==> src/kshi_pkg.sv <==
// ----------------------------------------------------------------------------
// kshi_pkg
// Types and codes shared by the K-line slow init handshake block.
// ----------------------------------------------------------------------------
package kshi_pkg;

	localparam logic [7:0] SYNC_BYTE = 8'h55;

	typedef enum logic [1:0] {
		OP_START    = 2'd0,
		OP_RX_BYTE  = 2'd1,
		OP_TICK     = 2'd2,
		OP_SYNC_DUR = 2'd3
	} op_t;

	typedef enum logic [1:0] {
		ACT_ADDR = 2'd0,
		ACT_TX   = 2'd1,
		ACT_BAUD = 2'd2,
		ACT_DONE = 2'd3
	} action_t;

	typedef enum logic [2:0] {
		ST_OK      = 3'd0,
		ST_TIMEOUT = 3'd1,
		ST_SYNC    = 3'd2,
		ST_ECHO    = 3'd3,
		ST_KEYWORD = 3'd4
	} status_t;

	typedef enum logic [2:0] {
		PH_IDLE = 3'd0,
		PH_SYNC = 3'd1,
		PH_KW1  = 3'd2,
		PH_KW2  = 3'd3,
		PH_ECHO = 3'd4
	} phase_t;

	typedef enum logic [2:0] {
		REG_AUTO_BAUD    = 3'd0,
		REG_EXP_KW1      = 3'd1,
		REG_EXP_KW2      = 3'd2,
		REG_MAX_ATTEMPTS = 3'd3,
		REG_SYNC_TIMEOUT = 3'd4,
		REG_BYTE_TIMEOUT = 3'd5,
		REG_BAUD_THRESH  = 3'd6,
		REG_TARGET_ADDR  = 3'd7
	} reg_idx_t;

	typedef struct packed {
		logic        auto_baud;
		logic [7:0]  exp_kw1;
		logic [7:0]  exp_kw2;
		logic [3:0]  max_attempts;
		logic [15:0] sync_timeout;
		logic [15:0] byte_timeout;
		logic [15:0] baud_thresh;
		logic [7:0]  target_addr;
	} cfg_t;

	typedef struct packed {
		logic       valid;
		action_t    action;
		logic [7:0] out_byte;
		logic       baud_is_9600;
		status_t    status;
	} result_t;

endpackage

==> src/kshi_cfg.sv <==
// ----------------------------------------------------------------------------
// kshi_cfg
// Configuration register file with write-only access.
// ----------------------------------------------------------------------------
module kshi_cfg (
	input  logic              clk,
	input  logic              arst_n,
	input  logic              cfg_we,
	input  logic [2:0]        cfg_addr,
	input  logic [15:0]       cfg_wdata,
	output kshi_pkg::cfg_t    cfg
);
	import kshi_pkg::*;

	cfg_t cfg_q;

	always_ff @(posedge clk or negedge arst_n) begin
		if (!arst_n) begin
			cfg_q.auto_baud    <= 1'b0;
			cfg_q.exp_kw1      <= 8'hE9;
			cfg_q.exp_kw2      <= 8'h8F;
			cfg_q.max_attempts <= 4'd2;
			cfg_q.sync_timeout <= 16'd1000;
			cfg_q.byte_timeout <= 16'd500;
			cfg_q.baud_thresh  <= 16'd900;
			cfg_q.target_addr  <= 8'h33;
		end else if (cfg_we) begin
			case (reg_idx_t'(cfg_addr))
				REG_AUTO_BAUD:    cfg_q.auto_baud    <= cfg_wdata[0];
				REG_EXP_KW1:      cfg_q.exp_kw1      <= cfg_wdata[7:0];
				REG_EXP_KW2:      cfg_q.exp_kw2      <= cfg_wdata[7:0];
				REG_MAX_ATTEMPTS: cfg_q.max_attempts <= cfg_wdata[3:0];
				REG_SYNC_TIMEOUT: cfg_q.sync_timeout <= cfg_wdata;
				REG_BYTE_TIMEOUT: cfg_q.byte_timeout <= cfg_wdata;
				REG_BAUD_THRESH:  cfg_q.baud_thresh  <= cfg_wdata;
				REG_TARGET_ADDR:  cfg_q.target_addr  <= cfg_wdata[7:0];
				default: ;
			endcase
		end
	end

	assign cfg = cfg_q;

endmodule

==> src/kshi_fsm.sv <==
// ----------------------------------------------------------------------------
// kshi_fsm
// Handshake state: phase, attempt counter, timeout timer and keywords.
// Decides the result of one item and updates state when the item is taken.
// ----------------------------------------------------------------------------
module kshi_fsm (
	input  logic              clk,
	input  logic              arst_n,
	input  logic              go,
	input  logic [1:0]        opcode,
	input  logic [7:0]        rx_byte,
	input  logic [15:0]       sync_duration,
	input  kshi_pkg::cfg_t    cfg,
	output kshi_pkg::result_t res
);
	import kshi_pkg::*;

	phase_t      phase_q, phase_d;
	logic [3:0]  attempt_q, attempt_d;
	logic [15:0] timer_q, timer_d;
	logic [7:0]  kw1_q, kw1_d;
	logic [7:0]  kw2_q, kw2_d;

	op_t     op;
	logic    active;
	logic    tick_expired;
	logic    echo_ok;
	logic    kw_ok;
	logic    can_retry;
	logic    fail;
	status_t fail_status;

	assign op           = op_t'(opcode);
	assign active       = (phase_q != PH_IDLE);
	assign tick_expired = (timer_q <= 16'd1);
	assign echo_ok      = (rx_byte == ~kw2_q);
	assign kw_ok        = (kw1_q == cfg.exp_kw1) && (kw2_q == cfg.exp_kw2);
	// max_attempts of zero behaves as one since the count is at least one here
	assign can_retry    = (attempt_q < cfg.max_attempts);

	// failures that go through the retry path
	always_comb begin
		fail        = 1'b0;
		fail_status = ST_OK;
		if (active) begin
			if (op == OP_TICK && tick_expired) begin
				fail        = 1'b1;
				fail_status = ST_TIMEOUT;
			end else if (op == OP_RX_BYTE && phase_q == PH_ECHO) begin
				if (!echo_ok) begin
					fail        = 1'b1;
					fail_status = ST_ECHO;
				end else if (!kw_ok) begin
					fail        = 1'b1;
					fail_status = ST_KEYWORD;
				end
			end
		end
	end

	// next state
	always_comb begin
		phase_d   = phase_q;
		attempt_d = attempt_q;
		timer_d   = timer_q;
		kw1_d     = kw1_q;
		kw2_d     = kw2_q;
		if (op == OP_START) begin
			attempt_d = 4'd1;
			phase_d   = PH_SYNC;
			timer_d   = cfg.sync_timeout;
		end else if (active) begin
			if (fail) begin
				if (op == OP_TICK) begin
					timer_d = '0;
				end
				if (can_retry) begin
					attempt_d = attempt_q + 4'd1;
					phase_d   = PH_SYNC;
					timer_d   = cfg.sync_timeout;
				end else begin
					phase_d = PH_IDLE;
				end
			end else if (op == OP_TICK) begin
				timer_d = timer_q - 16'd1;
			end else if (op == OP_SYNC_DUR) begin
				if (phase_q == PH_SYNC && cfg.auto_baud) begin
					phase_d = PH_KW1;
					timer_d = cfg.byte_timeout;
				end
			end else begin
				case (phase_q)
					PH_SYNC: begin
						if (!cfg.auto_baud) begin
							if (rx_byte != SYNC_BYTE) begin
								phase_d = PH_IDLE;
							end else begin
								phase_d = PH_KW1;
								timer_d = cfg.byte_timeout;
							end
						end
					end
					PH_KW1: begin
						kw1_d   = rx_byte;
						phase_d = PH_KW2;
					end
					PH_KW2: begin
						kw2_d   = rx_byte;
						phase_d = PH_ECHO;
					end
					PH_ECHO: begin
						// echo and keywords good: handshake done
						phase_d = PH_IDLE;
					end
					default: begin
						phase_d = PH_IDLE;
					end
				endcase
			end
		end
	end

	// result of the item
	always_comb begin
		res              = '0;
		res.action       = ACT_ADDR;
		res.status       = ST_OK;
		if (op == OP_START) begin
			res.valid    = 1'b1;
			res.action   = ACT_ADDR;
			res.out_byte = cfg.target_addr;
		end else if (active) begin
			if (fail) begin
				res.valid = 1'b1;
				if (can_retry) begin
					res.action   = ACT_ADDR;
					res.out_byte = cfg.target_addr;
				end else begin
					res.action = ACT_DONE;
					res.status = fail_status;
				end
			end else if (op == OP_SYNC_DUR) begin
				if (phase_q == PH_SYNC && cfg.auto_baud) begin
					res.valid        = 1'b1;
					res.action       = ACT_BAUD;
					res.baud_is_9600 = (sync_duration > cfg.baud_thresh);
				end
			end else if (op == OP_RX_BYTE) begin
				case (phase_q)
					PH_SYNC: begin
						if (!cfg.auto_baud && rx_byte != SYNC_BYTE) begin
							res.valid  = 1'b1;
							res.action = ACT_DONE;
							res.status = ST_SYNC;
						end
					end
					PH_KW2: begin
						res.valid    = 1'b1;
						res.action   = ACT_TX;
						res.out_byte = ~rx_byte;
					end
					PH_ECHO: begin
						res.valid  = 1'b1;
						res.action = ACT_DONE;
						res.status = ST_OK;
					end
					default: ;
				endcase
			end
		end
	end

	always_ff @(posedge clk or negedge arst_n) begin
		if (!arst_n) begin
			phase_q   <= PH_IDLE;
			attempt_q <= '0;
			timer_q   <= '0;
			kw1_q     <= '0;
			kw2_q     <= '0;
		end else if (go) begin
			phase_q   <= phase_d;
			attempt_q <= attempt_d;
			timer_q   <= timer_d;
			kw1_q     <= kw1_d;
			kw2_q     <= kw2_d;
		end
	end

	a_done_goes_idle: assert property (@(posedge clk) disable iff (!arst_n)
		go && res.valid && res.action == ACT_DONE |=> phase_q == PH_IDLE)
		else $error("finished result did not return to idle");

	a_addr_loads_sync_timer: assert property (@(posedge clk) disable iff (!arst_n)
		go && res.valid && res.action == ACT_ADDR
		|=> phase_q == PH_SYNC && timer_q == $past(cfg.sync_timeout))
		else $error("address request did not arm the sync wait");

	a_attempt_nonzero: assert property (@(posedge clk) disable iff (!arst_n)
		phase_q != PH_IDLE |-> attempt_q != 4'd0)
		else $error("handshake running with zero attempt count");

endmodule

==> src/kshi_out.sv <==
// ----------------------------------------------------------------------------
// kshi_out
// Result register on the output stream; frees itself when the item is taken.
// ----------------------------------------------------------------------------
module kshi_out (
	input  logic              clk,
	input  logic              arst_n,
	input  logic              load,
	input  kshi_pkg::result_t res,
	output logic              ready,
	output logic              m_tvalid,
	input  logic              m_tready,
	output logic [15:0]       m_tdata,
	output logic [1:0]        m_tuser
);
	import kshi_pkg::*;

	logic       valid_q;
	action_t    action_q;
	logic [7:0] byte_q;
	logic       baud_q;
	status_t    status_q;

	assign ready = !valid_q || m_tready;

	always_ff @(posedge clk or negedge arst_n) begin
		if (!arst_n) begin
			valid_q <= 1'b0;
		end else if (load) begin
			valid_q <= res.valid;
		end else if (m_tready) begin
			valid_q <= 1'b0;
		end
	end

	always_ff @(posedge clk) begin
		if (load && res.valid) begin
			action_q <= res.action;
			byte_q   <= res.out_byte;
			baud_q   <= res.baud_is_9600;
			status_q <= res.status;
		end
	end

	assign m_tvalid = valid_q;
	assign m_tuser  = action_q;
	assign m_tdata  = {4'd0, status_q, baud_q, byte_q};

endmodule

==> src/kline_slow_init_handshake_top.sv <==
// ----------------------------------------------------------------------------
// kline_slow_init_handshake_top
// Tester side of the K-line 5-baud slow init handshake.
// ----------------------------------------------------------------------------
// Takes one item per clock while the output register is free or being taken.
// An accepted item sits in the input register, where the handshake logic
// decides its result; once the output register can take it, the state is
// updated and the result lands in the output register, where it is offered on
// the master side. The slave side stalls only when the output register holds
// a result that is not being taken.
// Items that cause no result leave nothing on the master side.
// ----------------------------------------------------------------------------
module kline_slow_init_handshake_top (
	input  logic        clk,
	input  logic        arst_n,
	input  logic        s_tvalid,
	output logic        s_tready,
	input  logic [23:0] s_tdata,  // rx_byte[7:0], sync_duration[23:8]
	input  logic [1:0]  s_tuser,  // opcode[1:0]
	output logic        m_tvalid,
	input  logic        m_tready,
	output logic [15:0] m_tdata,  // out_byte[7:0], baud_is_9600[8], status[11:9]
	output logic [1:0]  m_tuser,  // action[1:0]
	input  logic        cfg_we,
	input  logic [2:0]  cfg_addr,
	input  logic [15:0] cfg_wdata
);
	import kshi_pkg::*;

	logic        valid_s1;
	logic [1:0]  opcode_s1;
	logic [7:0]  rx_byte_s1;
	logic [15:0] sync_dur_s1;

	cfg_t    cfg;
	result_t res;
	logic    out_ready;
	logic    go;

	assign go       = valid_s1 && out_ready;
	assign s_tready = !valid_s1 || go;

	always_ff @(posedge clk or negedge arst_n) begin
		if (!arst_n) begin
			valid_s1 <= 1'b0;
		end else if (s_tready) begin
			valid_s1 <= s_tvalid;
		end
	end

	always_ff @(posedge clk) begin
		if (s_tready && s_tvalid) begin
			opcode_s1   <= s_tuser;
			rx_byte_s1  <= s_tdata[7:0];
			sync_dur_s1 <= s_tdata[23:8];
		end
	end

	kshi_cfg u_cfg (
		.clk       (clk),
		.arst_n    (arst_n),
		.cfg_we    (cfg_we),
		.cfg_addr  (cfg_addr),
		.cfg_wdata (cfg_wdata),
		.cfg       (cfg)
	);

	kshi_fsm u_fsm (
		.clk           (clk),
		.arst_n        (arst_n),
		.go            (go),
		.opcode        (opcode_s1),
		.rx_byte       (rx_byte_s1),
		.sync_duration (sync_dur_s1),
		.cfg           (cfg),
		.res           (res)
	);

	kshi_out u_out (
		.clk      (clk),
		.arst_n   (arst_n),
		.load     (go),
		.res      (res),
		.ready    (out_ready),
		.m_tvalid (m_tvalid),
		.m_tready (m_tready),
		.m_tdata  (m_tdata),
		.m_tuser  (m_tuser)
	);

endmodule

==> config.mk <==
export PLATFORM = sky130hd
export DESIGN_NAME = kline_slow_init_handshake_top
export DESIGN_NICKNAME = d
export VERILOG_FILES = /design/src/kshi_pkg.sv /design/src/kshi_cfg.sv /design/src/kshi_fsm.sv /design/src/kshi_out.sv /design/src/kline_slow_init_handshake_top.sv
export SDC_FILE = /design/constraint.sdc
export NUM_CORES = 1
export LEC_CHECK = 0
export BUFFER_PORTS_ARGS = -buffer_cell sky130_fd_sc_hd__buf_2
export CORE_MARGIN = 4
export CORE_UTILIZATION = 55
export DETAILED_ROUTE_END_ITERATION = 12
export GPL_TIMING_DRIVEN = 0
export PLACE_DENSITY = 0.72
export SYNTH_ARGS = -nofsm -noshare
export SYNTH_HDL_FRONTEND = slang
export SYNTH_SLANG_ARGS = --single-unit
==> constraint.sdc <==
create_clock -name clk -period 3.4 [get_ports clk]
set_input_delay 0.34 -clock clk [delete_from_list [all_inputs] [get_ports clk]]
set_output_delay 0.34 -clock clk [all_outputs]
set_load 0.005 [all_outputs]
==> out/qor.csv <==
metric,value,unit
outcome,completed,
later-pin clock latency in the skew report,0.43,ns
top achievable clock speed,308,MHz
setup repair after global routing missed its margin,false,
Cell Int Power,4.55,mW
area after detailed placement,8300,sq um
horizontal die dimension,126,microns
share of layout cells above drive strength 1,0.349,
list of cells traversed by the critical path,"or4_1, or3_4, o311ai_1, o211ai_1, buf_6, or4_4, or3_1, nor3_1",
"Worst Path Class, Setup",flop to flop,
mapped cell area,7720,sq um
number of synthesized flops with an enable pin,40,
Post-Synthesis Mean Instance Area,12.2,sq um
count of distinct cell types in the synthesized netlist,61,
final-stage net count,795,
Sum Neg Setup Slack,0,ns
Routed Antenna Nets,0,
Buffers & Inverters on Critical Path,1,
number of warnings issued by yosys,0,
drt drc,0,
net switching power,2.08,mW
Async SR Flop Fraction,0.747,
CTS tree,built,
final core utilization,0.650,
GPL Wtd Cong,0.866,
Core Region,13800,sq um
number of input and output port buffers inserted,62,
fillcell total,1066,
initial core utilization,0.558,
share of power burned in registers,0.438,
Net Sw Frac,0.313,
number of clock buffers inserted by TritonCTS,17,
Pwr Total,6.63,mW
leakage power summed over all cells,3.88,nW
power density of the placed cells,737,nW/um^2
Post-Synthesis Cells,632,
global-route usage over all layers,0.226,
placed cell count,878,
final number of max-transition violations,0,
number of setup violations in the final report,0,
Clock power frac,0.307,
Area growth syn-to-layout,16.5,%
post-detailed-placement half-perimeter wirelength,12.3,mm
part of the Yosys area used for sequential elements,0.543,
via density per instance,5.75,
kind of launch point of the worst setup path,flop,
setup clock skew after layout,0.00866,ns
Sink Count,158,
Final Hold Slack,0.0849,ns
worst setup timing slack at the placement stage,-0.171,ns
flip-flop and latch count after synthesis,158,
H-tree depth,4,
critical path required time,3.64,ns
crit path capture type,flop,
final worst setup slack,0.157,ns
clock tree root buffer cell,sky130_fd_sc_hd__clkbuf_16,
global-route wire length before repair,28.3,mm
antenna violations before repair,0,
Peak VDD IR,477,uV
Worst-path clk slew,0.07,ns
Worst Hold Class,primary input to flop,
final cell count without fillers,911,
"CP delay by family, top",simple AND/OR/NAND/NOR gates,
top flip-flop cell by instance count after synthesis,sky130_fd_sc_hd__dfrtp_1,
DR pass1 iterations,5,
Final Routed Wirelength,17.3,mm
average routed wire per standard cell,19.0,microns
vias in the first global route,5358,
worst slew margin relative to its limit,0.148,
count of max-cap constraint violations,0,
clock buffer depth,2,
chip height,126,microns
final non-filler cell area,8990,sq um
area of the die,16000,sq um
first-iteration detailed-routing DRC count,320,
share of the clock period used by the worst path after layout,0.954,
maximum number of pins on one net before global-route repair,70,
Inserted Diodes,0,
total overflow reported by the global router,0,
CP max-delay cell,sky130_fd_sc_hd__or4_1,
Comb power frac,0.255,
Worst Tran Pin Value,1.28,ns
post-layout minimum cycle time,3.24,ns
arrival time worst endpoint,3.49,ns
floorplan row count,43,
delay of the slowest cell on the worst path,0.57,ns
# IOs,70,
final-report hold violation count,0,
critical-path maximum fanout,10,
total via count in the routed design,5241,
-- repair_timing --
action | 4_1_cts | 5_1_grt
setup endpoints to repair | 24 | 37
endpoints found under the hold margin | 39 | 0
gates resized for setup | 2 | 7
hold buffers | 1 | 0
setup buffers | 0 | 0
pin swaps | 0 | 0
-- layout make-up --
cell class,count,area (sq um),area share
clock inverters,14,199,0.0221
multi-input cells,418,3320,0.370
inverters,31,116,0.0129
well taps,180,225,0.0251
flip-flops and latches,158,4190,0.466
plain buffers,28,139,0.0154
repair buffers,64,354,0.0394
clock buffers,18,439,0.0489
-- routing by layer --
metal / vias to the layer above / wire (microns) / track usage
li1: 2450 / - / -
met1: 2642 / 7800 / 0.310
met2: 128 / 8490 / 0.369
met3: 21 / 784 / 0.0509
met4: 0 / 268 / 0.0593
met5: - / 0 / 0
-- layout by cell type (no fill, tap or decap), drive strengths merged, types with 27 or more instances in the layout --
cell type and n:
inv 37, edfxtp 40, clkbuf 35, nand2 31
nor2 40, dfrtp 87, ha 27, dfstp 31
mux2 105, buf 74
-- final timing paths --
path / start / to / slack, ns / cells past startpoint
max: u_fsm.timer_q[2] / u_out.status_q[2] / 0.16 / 8
min: s_tdata[7] / rx_byte_s1[7] / 0.08 / 1
max reg2reg: u_fsm.timer_q[2] / u_out.status_q[2] / 0.16 / 8
min reg2reg: u_cfg.cfg[13] / u_cfg.cfg[13] / 0.51 / 1
max in group asynchronous: arst_n / u_cfg.cfg[29] / 2.24 / 3
min in group asynchronous: arst_n / u_fsm.attempt_q[0] / 0.43 / 2
-- synth_stat cells (6+ instances only) --
cell,instances,area share
sky130_fd_sc_hd__a22o_1,12,0.014
sky130_fd_sc_hd__or3_1,6,0.0049
sky130_fd_sc_hd__edfxtp_1,40,0.16
sky130_fd_sc_hd__nor2_1,40,0.019
sky130_fd_sc_hd__inv_1,30,0.015
sky130_fd_sc_hd__mux2_2,105,0.15
sky130_fd_sc_hd__dfrtp_1,87,0.28
sky130_fd_sc_hd__nand2b_1,6,0.0049
sky130_fd_sc_hd__clkbuf_1,16,0.0078
sky130_fd_sc_hd__nor4_1,11,0.0089
sky130_fd_sc_hd__xor2_1,22,0.025
sky130_fd_sc_hd__nand3_1,9,0.0058
sky130_fd_sc_hd__nand2_1,31,0.015
sky130_fd_sc_hd__a21o_1,6,0.0058
sky130_fd_sc_hd__ha_1,27,0.044
sky130_fd_sc_hd__xnor2_1,14,0.016
sky130_fd_sc_hd__dfstp_2,31,0.11
sky130_fd_sc_hd__nor3_1,13,0.0084
sky130_fd_sc_hd__mux2i_1,7,0.0091
sky130_fd_sc_hd__o21ai_0,21,0.014
sky130_fd_sc_hd__a21oi_1,25,0.016
-- cell families after synthesis --
logic type | count (synthesis) | synth area share
XOR/XNOR | 36 | 0.0408
flip-flops | 158 | 0.543
adder cells (fa/ha/maj) | 27 | 0.0438
AND/OR/NAND/NOR | 148 | 0.0992
AO/OA/AOI/OAI | 91 | 0.0775
buffers and inverters | 59 | 0.0329
other | 1 | 0.000486
multiplexers | 112 | 0.162
-- power by group through the flow --
stage	registers, mW	clock network, mW	logic (mW)
finish	2.90	2.03	1.69
global route	2.96	2.15	1.89
CTS	2.89	2.06	1.67
detailed placement	2.92	0	1.64
global placement	2.89	0	1.58
floorplan	2.82	0	1.25
-- registers in the layout, indices dropped and copies added, names as in the netlist, 4 cells and up --
| signal | count |
|---|---|
| u_out.byte_q | 8 |
| u_fsm.attempt_q | 4 |
| u_cfg.cfg | 77 |
| rx_byte_s1 | 8 |
| u_fsm.timer_q | 16 |
| u_fsm.kw2_q | 8 |
| sync_dur_s1 | 16 |
| u_fsm.kw1_q | 8 |
Note: power is estimated with default switching activity, not from simulation.
